**src/sv/a1crp_pkg.sv**
```systemverilog
// Shared types and constants of the A1 cell reference parser.
// No dependencies; imported by every module of the block.
`timescale 1ns / 1ps

package a1crp_pkg;

    localparam int CH_W    = 8;
    localparam int ROW_W   = 21;
    localparam int COL_W   = 15;
    localparam int LCNT_W  = 2;
    localparam int CFG_IDX_W  = 2;
    localparam int CFG_DATA_W = ROW_W;

    localparam logic [ROW_W-1:0] MAX_ROW_RST = ROW_W'(1048576);
    localparam logic [COL_W-1:0] MAX_COL_RST = COL_W'(16384);
    localparam logic [ROW_W-1:0] ROW_SAT     = {ROW_W{1'b1}};
    localparam logic [COL_W-1:0] COL_RADIX   = COL_W'(26);
    localparam logic [ROW_W+3:0] ROW_RADIX   = (ROW_W + 4)'(10);
    localparam logic [LCNT_W-1:0] MAX_LETTERS = LCNT_W'(3);

    localparam logic [CH_W-1:0] CH_DOLLAR  = 8'h24;
    localparam logic [CH_W-1:0] CH_ZERO    = 8'h30;
    localparam logic [CH_W-1:0] CH_NINE    = 8'h39;
    localparam logic [CH_W-1:0] CH_UPPER_A = 8'h41;
    localparam logic [CH_W-1:0] CH_UPPER_Z = 8'h5A;
    localparam logic [CH_W-1:0] CH_LOWER_A = 8'h61;
    localparam logic [CH_W-1:0] CH_LOWER_Z = 8'h7A;

    localparam logic [CFG_IDX_W-1:0] REG_MAX_ROW = 2'd0;
    localparam logic [CFG_IDX_W-1:0] REG_MAX_COL = 2'd1;

    typedef enum logic [4:0] {
        PH_START      = 5'b00001,
        PH_COL_DOLLAR = 5'b00010,
        PH_LETTERS    = 5'b00100,
        PH_ROW_DOLLAR = 5'b01000,
        PH_DIGITS     = 5'b10000
    } phase_t;

    typedef struct packed {
        phase_t             phase;
        logic [LCNT_W-1:0]  letter_count;
        logic [COL_W-1:0]   column_acc;
        logic [ROW_W-1:0]   row_acc;
        logic               row_overflow;
        logic               dollar_col;
        logic               dollar_row;
        logic               failed;
    } ident_t;

    typedef struct packed {
        logic               valid_res;
        logic [ROW_W-1:0]   row;
        logic [COL_W-1:0]   column;
        logic               abs_column;
        logic               abs_row;
    } result_t;

    localparam ident_t IDENT_CLEAR = '{
        phase:        PH_START,
        letter_count: '0,
        column_acc:   '0,
        row_acc:      '0,
        row_overflow: 1'b0,
        dollar_col:   1'b0,
        dollar_row:   1'b0,
        failed:       1'b0
    };

endpackage

```
**src/sv/a1crp_char_step.sv**
```systemverilog
// Per-character update of the identifier state and the result on the last character.
// Pure combinational; uses a1crp_pkg.
`timescale 1ns / 1ps

module a1crp_char_step (
    input  a1crp_pkg::ident_t                cur,
    input  logic [a1crp_pkg::CH_W-1:0]       ch,
    input  logic                             last,
    input  logic [a1crp_pkg::ROW_W-1:0]      max_row,
    input  logic [a1crp_pkg::COL_W-1:0]      max_column,
    output a1crp_pkg::ident_t                nxt,
    output a1crp_pkg::result_t               result
);
    import a1crp_pkg::*;

    logic             is_letter;
    logic             is_digit;
    logic             is_dollar;
    logic             is_nz_digit;
    logic [ROW_W+3:0] row_wide;
    logic [COL_W-1:0] col_new;
    ident_t           s;
    logic             ok;

    assign is_letter = ((ch >= CH_UPPER_A) && (ch <= CH_UPPER_Z))
                    || ((ch >= CH_LOWER_A) && (ch <= CH_LOWER_Z));
    assign is_digit    = (ch >= CH_ZERO) && (ch <= CH_NINE);
    assign is_dollar   = (ch == CH_DOLLAR);
    assign is_nz_digit = is_digit && (ch != CH_ZERO);

    // letters map to 1..26 through their low five bits, digits through the low four
    assign col_new  = COL_W'(cur.column_acc * COL_RADIX + {{(COL_W-5){1'b0}}, ch[4:0]});
    assign row_wide = {4'b0000, cur.row_acc} * ROW_RADIX + {{ROW_W{1'b0}}, ch[3:0]};

    always_comb
    begin
        logic take_letter;
        logic take_digit;
        take_letter = 1'b0;
        take_digit  = 1'b0;
        s = cur;
        if (!cur.failed)
        begin
            unique case (cur.phase)
                PH_START:
                begin
                    if (is_dollar)
                    begin
                        s.dollar_col = 1'b1;
                        s.phase      = PH_COL_DOLLAR;
                    end
                    else if (is_letter) take_letter = 1'b1;
                    else s.failed = 1'b1;
                end
                PH_COL_DOLLAR:
                begin
                    if (is_letter) take_letter = 1'b1;
                    else s.failed = 1'b1;
                end
                PH_LETTERS:
                begin
                    if (is_letter) take_letter = 1'b1;
                    else if (is_dollar)
                    begin
                        s.dollar_row = 1'b1;
                        s.phase      = PH_ROW_DOLLAR;
                    end
                    else if (is_nz_digit) take_digit = 1'b1;
                    else s.failed = 1'b1;
                end
                PH_ROW_DOLLAR:
                begin
                    if (is_nz_digit) take_digit = 1'b1;
                    else s.failed = 1'b1;
                end
                PH_DIGITS:
                begin
                    if (is_digit) take_digit = 1'b1;
                    else s.failed = 1'b1;
                end
                default: s.failed = 1'b1;
            endcase
        end

        if (take_letter)
        begin
            if (cur.letter_count >= MAX_LETTERS)
                s.failed = 1'b1;
            else
            begin
                s.letter_count = cur.letter_count + LCNT_W'(1);
                s.column_acc   = col_new;
                s.phase        = PH_LETTERS;
            end
        end

        if (take_digit)
        begin
            if (row_wide > {4'b0000, ROW_SAT})
            begin
                s.row_acc      = ROW_SAT;
                s.row_overflow = 1'b1;
            end
            else
                s.row_acc = row_wide[ROW_W-1:0];
            s.phase = PH_DIGITS;
        end

        ok = !s.failed && (s.phase == PH_DIGITS) && !s.row_overflow
          && (s.row_acc != '0) && (s.row_acc <= max_row)
          && (s.column_acc != '0) && (s.column_acc <= max_column);

        result.valid_res  = ok;
        result.row        = ok ? s.row_acc : '0;
        result.column     = ok ? s.column_acc : '0;
        result.abs_column = ok && s.dollar_col;
        result.abs_row    = ok && s.dollar_row;

        nxt = last ? IDENT_CLEAR : s;
    end

endmodule

```
**src/sv/a1_cell_reference_parser_top.sv**
```systemverilog
// Top level of the A1 cell reference parser: limit registers, identifier state,
// result register with skid stage. Uses a1crp_pkg and a1crp_char_step.
`timescale 1ns / 1ps
//
// Usage:
//   Input channel (in_valid / in_stall, fields ch and last) takes one character
//   per item; last flags the final character of an identifier. Every cycle
//   without in_stall can carry a character: throughput is one item per cycle
//   unless stalled, set by the single state update between the identifier registers.
//   Output channel (out_valid / out_stall) gives one result item per identifier,
//   registered once its last character is accepted, via the skid stage if stalled.
//   Config channel (cfg_valid / cfg_ready, cfg_index, cfg_data): index 0 writes
//   max_row, index 1 writes max_column from cfg_data[14:0]; other indexes are
//   ignored. cfg_ready is always high. Write only while the block is idle.
//   Reset: limits return to 1048576 rows and 16384 columns, the parser is at
//   the start of an identifier and no result is pending.
//   Stall: a result held by out_stall stays stable; one more result fits in
//   the skid stage, after which in_stall rises until the output drains.
//
module a1_cell_reference_parser_top (
    input  logic                                 clk,
    input  logic                                 rst_n,
    input  logic                                 in_valid,
    output logic                                 in_stall,
    input  logic [a1crp_pkg::CH_W-1:0]           ch,
    input  logic                                 last,
    output logic                                 out_valid,
    input  logic                                 out_stall,
    output logic                                 valid_res,
    output logic [a1crp_pkg::ROW_W-1:0]          row,
    output logic [a1crp_pkg::COL_W-1:0]          column,
    output logic                                 abs_column,
    output logic                                 abs_row,
    input  logic                                 cfg_valid,
    output logic                                 cfg_ready,
    input  logic [a1crp_pkg::CFG_IDX_W-1:0]      cfg_index,
    input  logic [a1crp_pkg::CFG_DATA_W-1:0]     cfg_data
);
    import a1crp_pkg::*;

    logic [ROW_W-1:0] max_row_reg;
    logic [COL_W-1:0] max_col_reg;
    ident_t           ident_reg;
    ident_t           ident_next;
    result_t          step_res;
    result_t          out_reg;
    result_t          skid_reg;
    logic             out_valid_reg;
    logic             skid_valid_reg;
    logic             in_acc;
    logic             res_new;
    logic             out_free;

    assign cfg_ready = 1'b1;
    assign in_stall  = skid_valid_reg;
    assign in_acc    = in_valid && !in_stall;
    assign res_new   = in_acc && last;
    assign out_free  = !out_valid_reg || !out_stall;

    a1crp_char_step u_step (
        .cur        (ident_reg),
        .ch         (ch),
        .last       (last),
        .max_row    (max_row_reg),
        .max_column (max_col_reg),
        .nxt        (ident_next),
        .result     (step_res)
    );

    always_ff @(posedge clk or negedge rst_n)
    begin
        if (!rst_n)
        begin
            max_row_reg <= MAX_ROW_RST;
            max_col_reg <= MAX_COL_RST;
        end
        else if (cfg_valid && cfg_ready)
        begin
            unique case (cfg_index)
                REG_MAX_ROW: max_row_reg <= cfg_data;
                REG_MAX_COL: max_col_reg <= cfg_data[COL_W-1:0];
                default: ;
            endcase
        end
    end

    always_ff @(posedge clk or negedge rst_n)
    begin
        if (!rst_n)
            ident_reg <= IDENT_CLEAR;
        else if (in_acc)
            ident_reg <= ident_next;
    end

    always_ff @(posedge clk or negedge rst_n)
    begin
        if (!rst_n)
        begin
            out_valid_reg  <= 1'b0;
            skid_valid_reg <= 1'b0;
        end
        else if (out_free)
        begin
            if (skid_valid_reg)
            begin
                out_valid_reg  <= 1'b1;
                skid_valid_reg <= 1'b0;
            end
            else
                out_valid_reg <= res_new;
        end
        else if (res_new)
            skid_valid_reg <= 1'b1;
    end

    always_ff @(posedge clk)
    begin
        if (out_free)
        begin
            if (skid_valid_reg)
                out_reg <= skid_reg;
            else if (res_new)
                out_reg <= step_res;
        end
        else if (res_new)
            skid_reg <= step_res;
    end

    assign out_valid  = out_valid_reg;
    assign valid_res  = out_reg.valid_res;
    assign row        = out_reg.row;
    assign column     = out_reg.column;
    assign abs_column = out_reg.abs_column;
    assign abs_row    = out_reg.abs_row;

endmodule

```
**config.mk**
```make
export PLATFORM = sky130hd
export DESIGN_NAME = a1_cell_reference_parser_top
export DESIGN_NICKNAME = d
export VERILOG_FILES = /design/src/sv/a1crp_pkg.sv /design/src/sv/a1crp_char_step.sv /design/src/sv/a1_cell_reference_parser_top.sv
export SDC_FILE = /design/constraint.sdc
export NUM_CORES = 1
export LEC_CHECK = 0
export ABC_AREA = 1
export BUFFER_PORTS_ARGS = -buffer_cell sky130_fd_sc_hd__clkbuf_2
export CORE_ASPECT_RATIO = 1.1
export CORE_MARGIN = 5
export CORE_UTILIZATION = 55
export DETAILED_ROUTE_END_ITERATION = 8
export PLACE_DENSITY = 0.72
export SETUP_SLACK_MARGIN = 0.2
export SLEW_MARGIN = 20
export SYNTH_ARGS = -nofsm -noshare
export SYNTH_HDL_FRONTEND = slang
export SYNTH_SLANG_ARGS = --single-unit
```
**constraint.sdc**
```tcl
create_clock -name clk -period 11 [get_ports clk]
set_input_delay 1.1 -clock clk [delete_from_list [all_inputs] [get_ports clk]]
set_output_delay 1.1 -clock clk [all_outputs]
set_load 0.03 [all_outputs]
```
Yosys cells after proc, flatten, opt, wreduce, memory -nomap -nowiden
Cells that the tools add are included.
- divide/modulo/power cells: 0
- multipliers: 2
- equality and inequality tests: 10
- bitwise operators: 1
- reductions and logical operators: 33
- shift operators: 0
- magnitude comparators: 10
- muxes and demuxes: 43
- $add $sub $neg: 3
- operator list (operator ; count):
    two-way mux 39 bit ; 2
    two-way mux 22 bit ; 3
    two-way mux 47 bit ; 1
    two-way mux 21 bit ; 2
    adder 25 x 4 -> 25 bit ; 1
    > comparator 25 x 21 -> 1 bit (second input constant) ; 1
    two-way mux 5 bit ; 5
    multiplier 21 x 3 -> 24 bit (second input constant) ; 1
    two-way mux 1 bit ; 23
    less-or-equal comparator 21 bit ; 1
    nonzero test 21 bit ; 1
    >= comparator 8 x 7 -> 1 bit (second input constant) ; 2
    less-or-equal comparator 8 x 7 -> 1 bit (second input constant) ; 2
    adder 15 x 5 -> 15 bit ; 1
    less-or-equal comparator 15 bit ; 1
    multiplier 15 x 4 -> 14 bit (second input constant) ; 1
    two-way mux 15 bit ; 1
    nonzero test 15 bit ; 1
    logical AND 1 bit ; 14
    == test 5 bit (second input constant) ; 2
    one-hot mux 5 bit (2 select lines) ; 1
    == test 8 x 6 -> 1 bit (second input constant) ; 1
    >= comparator 8 x 6 -> 1 bit (second input constant) ; 1
    less-or-equal comparator 8 x 6 -> 1 bit (second input constant) ; 1
    other kinds (22) ; 32
- bits of input ports: 37
- output and inout bits: 42
- bits in latches: 0
- register bits: 163
- RAM bits: 0
- ROM bits: 0
- memories kept: 0
- word-level logic and storage cells: 124

Depth between registers and ports, before layout
Gate-level depths: netlist (run 1).
- depth in word-level cells: 20
- depth in mapped cells: 41
- mapped depth without buffers: 39

Hierarchy
From an unflattened synthesis (run 1), not the netlist that was laid out.
- cell total of the unflattened synthesis: 1728
- area total of the unflattened synthesis: 12464.5 sq um
- by module, submodules not included (module ; cells an instance ; instances ; area each (sq um) ; seq. area each (sq um)):
    a1_cell_reference_parser_top ; 582 ; 1 ; 6307.3 ; 4473.0
    a1crp_char_step ; 1146 ; 1 ; 6157.2 ; 0.0

Least setup slack after synthesis (run 1)
Ideal clock, no wire load.
- path type: input to register
- start: in ch[1] (netlist name)
- end: reg out_reg, in the netlist column[10] (data pin)
- setup time: 0.131 ns
- arrival: 5.026 ns
- slack: 5.843 ns
- stages on the path: 36
- path buffers: 3
- path through: ha_1 > fa_1 > nand2_1 > nand2_1 > nand3b_1 > nor2_2 > nand3_2 > nor2_4 > nand4_2 > nor2_4 > nand3_1 > nand2_1 > nand2_1 > clkinv_1 > nand3_2 > o21bai_4 > buf_2 > nand2_1 > ha_1 > a21oi_1 > o21ai_0 > a21oi_1 > nor2_1 > o21ai_0 > nand3_1 > nand2_1 > nand3_1 > a21boi_0 > o21ai_0 > nand2_1 > nand4_1 > nor2_2 > buf_6 > buf_6 > nand4_1 > nand2_1
- longest elaborated chain between the ends: 20
- elaborated cells between the ends (all ways): 63
- ends and longest elaborated chain (item ; line ; text):
    start: declaration ; a1_cell_reference_parser_top.sv:25 ; input logic [a1crp_pkg::CH_W-1:0] ch,
    parallel branches: the longest is 17 deep, another holds adder 25 x 4 -> 25 bit ; -- ;
    two-way mux 15 bit (*) ; a1crp_char_step.sv:115 ; result.column = ok ? s.column_acc : '0;
    two-way mux 39 bit (*) ; a1_cell_reference_parser_top.sv:122 ; else if (res_new)
    two-way mux 39 bit (*) ; a1_cell_reference_parser_top.sv:120 ; if (skid_valid_reg)
    end signal: assignment ; a1_cell_reference_parser_top.sv:121 ; out_reg <= skid_reg;
    end signal: assignment ; a1_cell_reference_parser_top.sv:123 ; out_reg <= step_res;
    end: declaration ; a1_cell_reference_parser_top.sv:46 ; result_t out_reg;
Every way passes the cells marked *. The select of a mux whose other input is x is not followed.
A chain may end at the register's enable or synchronous reset.

Final worst setup path (run 1)
- start: reg ident_reg[5] (netlist name)
- end: reg out_reg, in the netlist valid_res (data pin)
- longest elaborated chain between the ends: 13
- elaborated cells between the ends (all ways): 16
- ends and longest elaborated chain (item ; line ; text):
    start: declaration ; a1_cell_reference_parser_top.sv:43 ; ident_t ident_reg;
    start signal: assignment ; a1_cell_reference_parser_top.sv:92 ; ident_reg <= ident_next;
    multiplier 21 x 3 -> 24 bit ; a1crp_char_step.sv:33 ; assign row_wide = {4'b0000, cur.row_acc} * ROW_RADIX + {{ROW_W{1'b0}}, ch[3:0]};
    adder 25 x 4 -> 25 bit ; a1crp_char_step.sv:33 ;
    > comparator 25 x 21 -> 1 bit ; a1crp_char_step.sv:99 ; if (row_wide > {4'b0000, ROW_SAT})
    two-way mux 1 bit ; a1crp_char_step.sv:99 ;
    two-way mux 22 bit (*) ; a1crp_char_step.sv:97 ; if (take_digit)
    parallel branches: the longest is 3 deep, another holds less-or-equal comparator 21 bit ; -- ;
    logical AND 1 bit (*) ; a1crp_char_step.sv:110 ; && (s.row_acc != '0) && (s.row_acc <= max_row)
    logical AND 1 bit (*) (2 in series) ; a1crp_char_step.sv:111 ; && (s.column_acc != '0) && (s.column_acc <= max_column);
    two-way mux 39 bit (*) ; a1_cell_reference_parser_top.sv:122 ;
    two-way mux 39 bit (*) ; a1_cell_reference_parser_top.sv:120 ;
Marked as above.

==> results of run 1 <==
## metrics by stage
| step | utilization [%] | setup WS [ps] | area, µm² | hold WS (ps) | total power (W) |
|---|---|---|---|---|---|
| after floorplan | - | 5840 | 12000 | 453 | 0.000966 |
| after global placement | 59.0 | 4620 | 12600 | 467 | 0.00106 |
| after detailed placement | 59.0 | 4400 | 12600 | 474 | 0.00107 |
| after global routing | 61.9 | 3850 | 13200 | 502 | 0.00177 |
| after CTS | 61.9 | 4560 | 13200 | 489 | 0.00168 |
| final | 61.9 | 4540 | 13200 | 482 | 0.00168 |
## layout make-up
class / instances / area, µm² / share of cell area (%)
Tap cell: 290 / 363 / 2.74
Clock inverter: 9 / 116 / 0.879
Inverter: 285 / 1070 / 8.09
Multi-Input combinational cell: 1111 / 6240 / 47.2
Timing Repair Buffer: 86 / 455 / 3.44
Sequential cell: 163 / 4470 / 33.8
Clock buffer: 23 / 512 / 3.87
## worst max-delay path: cells and delay by family, from the launching register on
kind | cells | cell delay (ps)
AO/OA/AOI/OAI | 6 | 1120
adder cells (fa/ha/maj) | 4 | 1240
buffers and inverters | 6 | 910
flip-flops | 1 | 460
AND/OR/NAND/NOR | 23 | 2550
## power groups by stage
stage | registers [W] | logic [W] | clock network [W]
CTS | 0.000709 | 0.000354 | 0.000623
global route | 0.000714 | 0.000404 | 0.000648
floorplan | 0.000731 | 0.000235 | 0
finish | 0.000709 | 0.000353 | 0.000617
global placement | 0.000719 | 0.000342 | 0
detailed placement | 0.000720 | 0.000350 | 0
## metal layers
| metal | track usage (%) | up-vias | wire [µm] |
|---|---|---|---|
| met4 | 11.2 | 0 | 1130 |
| met5 | 0 | - | 0 |
| met2 | 45.7 | 370 | 15900 |
| li1 | - | 5301 | - |
| met1 | 34.5 | 5013 | 13600 |
| met3 | 2.77 | 75 | 1720 |
## placed cells by master, fill, tap and decap left out, drive strengths merged, types with 12 or more instances in the layout
master	instances
edfxtp	78
o21ai	94
a21oi	63
xor2	12
inv	282
dfrtp	82
fa	13
o22ai	22
nand4	58
nand3	79
clkbuf	99
ha	104
nor2	149
nand2	457
## final timing paths
kind | cells past startpoint | endpoint | slack, ps | start
setup / recovery | 39 | valid_res$_DFFE_PP_ | 4540 | ident_reg[5]$_DFFE_PN0P_
hold / removal | 2 | max_row_reg[12]$_DFFE_PN0P_ | 480 | max_row_reg[12]$_DFFE_PN0P_
setup reg to reg | 39 | valid_res$_DFFE_PP_ | 4540 | ident_reg[5]$_DFFE_PN0P_
hold reg to reg | 2 | max_row_reg[12]$_DFFE_PN0P_ | 480 | max_row_reg[12]$_DFFE_PN0P_
max in group asynchronous | 2 | ident_reg[4]$_DFFE_PN0P_ | 9270 | rst_n
min in group asynchronous | 1 | max_row_reg[8]$_DFFE_PN0P_ | 560 | rst_n
## kinds of logic (layout without fill, tap and decap cells)
logic type	count (synthesis)	count (layout)	share of synthesized area, %
flops	163	163	37.3
other cells	1	1	0.0313
fa+ha+maj	117	117	13.0
xor+xnor	23	23	1.68
compound gates	200	200	9.23
buf+inv	328	403	10.8
simple gates	770	770	27.9
==> key figures, run 1 <==
Status
  • Status: finished clean

Final layout
  • Max reg flops: 47
  • Layout cells sized above 1: about a tenth
  • Area grow syn2layout: 10.3%
  • Final net count: 1818
  • Fillers: 1982
  • Antenna diode count: 0
  • Finished Layout Cells: approximately 2000

Clock tree
  • Post-CTS Setup Bufs: 0
  • CTS tree: built
  • Clock latency at the later pin of the worst-skew pair: ~430 ps
  • # clock sinks: 163
  • TritonCTS Buffers: 17
  • # hold bufs at CTS: 0
  • Clock buffer depth: 2
  • Clock transition at path regs: about 60 ps
  • H-tree Lvls: 4
  • CTS resizes: 0
  • Root buf cell: clkbuf_16

Power
  • Part of the power in registers: between 40% and 50%
  • Net Sw Power: a little over 0.0005 W
  • Static leakage: between 6 and 7 nW
  • Switching Fraction: ~30%
  • Power per cell area: 127 nW/µm²
  • Clk pwr share: between 30% and 40%
  • Comb power frac: between 20% and 30%
  • VDD IR max: ~110 µV
  • Internal cell power: 0.00118 W

Worst setup path
  • CP Data Required Time: roughly 11000 ps
  • Crit-path most repeated cell: nand2_1
  • Crit Path Max Fanout: 24
  • Max incr delay on CP: between 400 and 500 ps
  • Slowest cell on the critical path: dfrtp_1
  • Critical Path End Type: flip-flop
  • Worst setup path category: flip-flop to flip-flop
  • Startpoint types: flip-flop
  • Crit path DAT: between 6000 and 7000 ps

Global routing
  • Largest net degree at the start of global routing: between 60 and 70
  • Grt ovf: 0
  • Gr usage total: a little over a quarter
  • Vias in the first global route: 10393
  • Initial antenna violation count: 0
  • First-pass GRT wire length: 52.4 mm

Route
  • Iter 0 DRT Violations: 900
  • WL/cell: 16.4 µm
  • Via density: ~5.5
  • TritonRoute pass-1 iters: 5
  • Routed WL: 32.3 mm
  • DRC Markers: 0
  • Antenna-violating nets left: 0
  • Vias post-DR: ~11000

Timing
  • Final period util: about three fifths
  • Skew final: around 13 ps
  • Tmin final: about 6500 ps
  • RSZ-0062 raised after global routing: false
  • Fin. max-slew vios: 0
  • Setup TNS: 0 ps
  • Slew at the pin with the worst max-slew slack: around 1000 ps
  • Final Hold Fails: 0
  • Count of final setup violators: 0
  • Slew HR: about a third
  • Fmax achieved: approximately 0.15 GHz

Synthesis
  • Seq/Total Area, Yosys: a little under two fifths
  • Async S/R FF share, synth: a little over half
  • Top cell type's share of synthesized area: between 15 and 20%
  • Post-synth top area cell: edfxtp_1
  • Netlist cell types: 52
  • Synth area leaders: edfxtp_1 (20%), dfrtp_1 (17%), nand2_1 (14%), ha_1 (11%), inv_1 (8.5%)
  • EDFF count, synth: 78
  • Post-synth top cells: nand2_1 (444), inv_1 (271), nor2_1 (135), ha_1 (104), o21ai_0 (91)
  • Syn_nets: about 1800
  • Seq cells post-synth: ~160
  • Count leader, synth: nand2_1
  • Mean Syn Cell Area: around 7.5 µm²
  • Cell Area, Synth: 12000 µm²
  • Ys flop type: dfrtp_1
  • Yosys warnings: 0
  • Syn Inst Count: 1602

Placed design
  • Buffers on Ports: 77
  • Placed insts: ~1900
  • HPWL Detailed: about 25 mm
  • Gpl congestion: around 0.97

Flow run
  • Max Cap Viol: 0

Floorplan
  • Die Y-Extent: roughly 160 µm
  • Core area: 21400 µm²
  • Die ar.: around 25000 µm²
  • Num rows: 56
  • Io pins: 79
  • Initial core utilization: between 50% and 60%
  • Die Wd: 151 µm

Min path
  • HP Class: flip-flop to flip-flop
Note: power is estimated with default switching activity, not from simulation.
==> inputs of run 2 (changes only) <==
==> constraint.sdc (replaced) <==
create_clock -name clk -period 6.4 [get_ports clk]
set_input_delay 0.64 -clock clk [delete_from_list [all_inputs] [get_ports clk]]
set_output_delay 0.64 -clock clk [all_outputs]
set_load 0.03 [all_outputs]
==> run 2 against run 1 <==
Fmax rose by 14%. Via count grew 0.66%. Register-to-register slack lost 3800 ps. Clock skew up 4.4 ps. Routed wire length is 1.5% higher. Combinational power is 71% higher. Die area unchanged.
==> key figures, run 2 (synthesis results as in run 1) <==
Route
  • Antenna-violating nets left: 0 (unchanged)
  • DRC Markers: 0 (unchanged)
  • WL/cell: 16.6 µm (+0.99%)
  • Routed WL: 32.8 mm (+1.5%)
  • Via density: 5.48 (+0.20%)
  • Vias post-DR: 10830 (+0.66%)
  • Iter 0 DRT Violations: 863 (-4.1%)
  • TritonRoute pass-1 iters: 6 (+1)

Timing
  • Slew HR: 30.2% (-4.5 points)
  • Skew final: 17.7 ps (+4.36 ps)
  • Fmax achieved: 0.177 GHz (+14%)
  • Setup TNS: 0 ps (unchanged)
  • Fin. max-slew vios: 0 (unchanged)
  • RSZ-0062 raised after global routing: true
  • Tmin final: 5650 ps (-811 ps)
  • Final setup margin: 747 ps (-3790 ps)
  • Slew at the pin with the worst max-slew slack: 1040 ps (+64.5 ps)
  • Final Hold Fails: 0 (unchanged)
  • Count of final setup violators: 0 (unchanged)
  • Final period util: 88.3% (+30 points)

Worst setup path
  • Worst setup path category: flip-flop to flip-flop
  • Max incr delay on CP: 500 ps (+40 ps)
  • Crit Path Max Fanout: 22 (-8.3%)
  • Critical Path End Type: flip-flop
  • CP Data Required Time: 6690 ps (-4580 ps)
  • Slowest cell on the critical path: fa_1
  • Startpoint types: flip-flop
  • Crit path DAT: 5950 ps (-780 ps)
  • Crit-path most repeated cell: nand2_1

Power
  • Clk pwr share: 37.4% (+0.6 points)
  • VDD IR max: 202 µV (+78%)
  • Net Sw Power: 0.000890 W (+77%)
  • Comb power frac: 20.8% (-0.2 points)
  • Part of the power in registers: 41.8% (-0.4 points)
  • Switching Fraction: 30.5% (+0.56 points)
  • Power per cell area: 219 nW/µm² (+72%)
  • Static leakage: 7.00 nW (+0.80%)
  • Internal cell power: 0.00203 W (+72%)

Floorplan
  • Num rows: 56 (unchanged)
  • Die Wd: 151 µm (unchanged)
  • Die Y-Extent: 165 µm (unchanged)
  • Initial core utilization: 56.1% (unchanged)
  • Die ar.: 24900 µm² (unchanged)
  • Core area: 21400 µm² (unchanged)
  • Io pins: 79 (unchanged)

Global routing
  • Largest net degree at the start of global routing: 64 (-1.5%)
  • Grt ovf: 0 (unchanged)
  • First-pass GRT wire length: 53.6 mm (+2.3%)
  • Vias in the first global route: 10688 (+2.8%)
  • Initial antenna violation count: 0 (unchanged)
  • Gr usage total: 27.3% (+0.65 points)

Flow run
  • Max Cap Viol: 0 (unchanged)

Clock tree
  • Clock buffer depth: 2 (unchanged)
  • Root buf cell: clkbuf_16
  • Clock latency at the later pin of the worst-skew pair: 440 ps (about the same)
  • TritonCTS Buffers: 17 (unchanged)
  • Clock transition at path regs: 70 ps (about the same)
  • H-tree Lvls: 4 (unchanged)
  • CTS tree: built
  • # clock sinks: 163 (unchanged)

Min path
  • HP Class: input pin to asynchronous set/reset pin

Final layout
  • Most frequent cells in the layout: nand2_1 (442), inv_1 (271), nor2_1 (133)
  • Antenna diode count: 0 (unchanged)
  • Design area: 13300 µm² (+0.77%)
  • Final core occ: 62.4% (+0.47 points)
  • Max reg flops: 47 (unchanged)
  • Area grow syn2layout: 11.2%
  • Most common cell after layout, fill and taps aside: nand2_1
  • Final net count: 1827 (+0.50%)
  • Layout cells sized above 1: 11.4% (+0.89 points)

Placed design
  • Gpl congestion: 1.00 (+3.3%)
  • HPWL Detailed: 25.0 mm (+1.4%)
  • Pre-CTS setup slack: 611 ps (-3790 ps)
  • Buffers on Ports: 77 (unchanged)
  • Post-DP Area: 12600 µm² (+0.34%)

Status
  • Status: finished clean
run 2: timing repair:
item	CTS	global route
hold buffers	0	0
buffers inserted	0	3
resized for setup	0	9
setup endpoints to repair	0	78
run 2: path summary, 6_finish.rpt:
| kind | to | start | cells past startpoint | slack, ps |
|---|---|---|---|---|
| max in group asynchronous | ident_reg[18]$_DFFE_PN0P_ | rst_n | 2 | 5130 |
| min in group clk | max_col_reg[14]$_DFFE_PN1P_ | cfg_data[14] | 3 | 440 |
| worst max-delay path | column[12]$_DFFE_PP_ | ident_reg[5]$_DFFE_PN0P_ | 34 | 750 |
| worst min register to register | max_col_reg[7]$_DFFE_PN0P_ | max_col_reg[7]$_DFFE_PN0P_ | 2 | 490 |
| worst min-delay path | max_row_reg[8]$_DFFE_PN0P_ | rst_n | 1 | 90 |
| worst max register to register | column[12]$_DFFE_PP_ | ident_reg[5]$_DFFE_PN0P_ | 34 | 750 |
run 2: per-layer routing:
layer  GRT usage (%)  vias to the layer above  part of all wire, %
met1            35.2                     5036                   42
met3            3.92                       74                  5.2
met4            10.5                        0                  4.0
met2            46.6                      393                   49
li1                -                     5327                    -
met5               0                        -                    0
run 2: power groups by stage:
stage	Sequential [W]	Clock (W)	Combinational [W]
global route	0.00123	0.00115	0.000696
detailed placement	0.00124	0	0.000601
CTS	0.00122	0.00110	0.000609
floorplan	0.00126	0	0.000404
global placement	0.00124	0	0.000583
finish	0.00122	0.00109	0.000605
run 2: cell type report:
class / instances / area [µm²]
Clock buffer: 21 / 504
Clock inverter: 11 / 133
Fill cell: 1901 / 8040
Inverter: 285 / 1070
Multi-Input combinational cell: 1111 / 6260
Sequential cell: 163 / 4470
Tap cell: 290 / 363
Timing Repair Buffer: 95 / 534
run 2: metrics by stage:
step	std cells	hold slack [ps]	total power [W]
floorplan	1602	344	0.00166
global placement	1941	466	0.00182
detailed placement	1941	474	0.00184
CTS	1973	98.4	0.00293
global route	1976	115	0.00307
finish	1976	94.5	0.00292
run 2: critical path: cells and delay by family (launching register included):
kind	cells	cell delay [ps]
AO/OA/AOI/OAI	4	580
adder cells (fa/ha/maj)	4	1350
buffers and inverters	6	700
flip-flops	1	440
AND/OR/NAND/NOR	20	2430
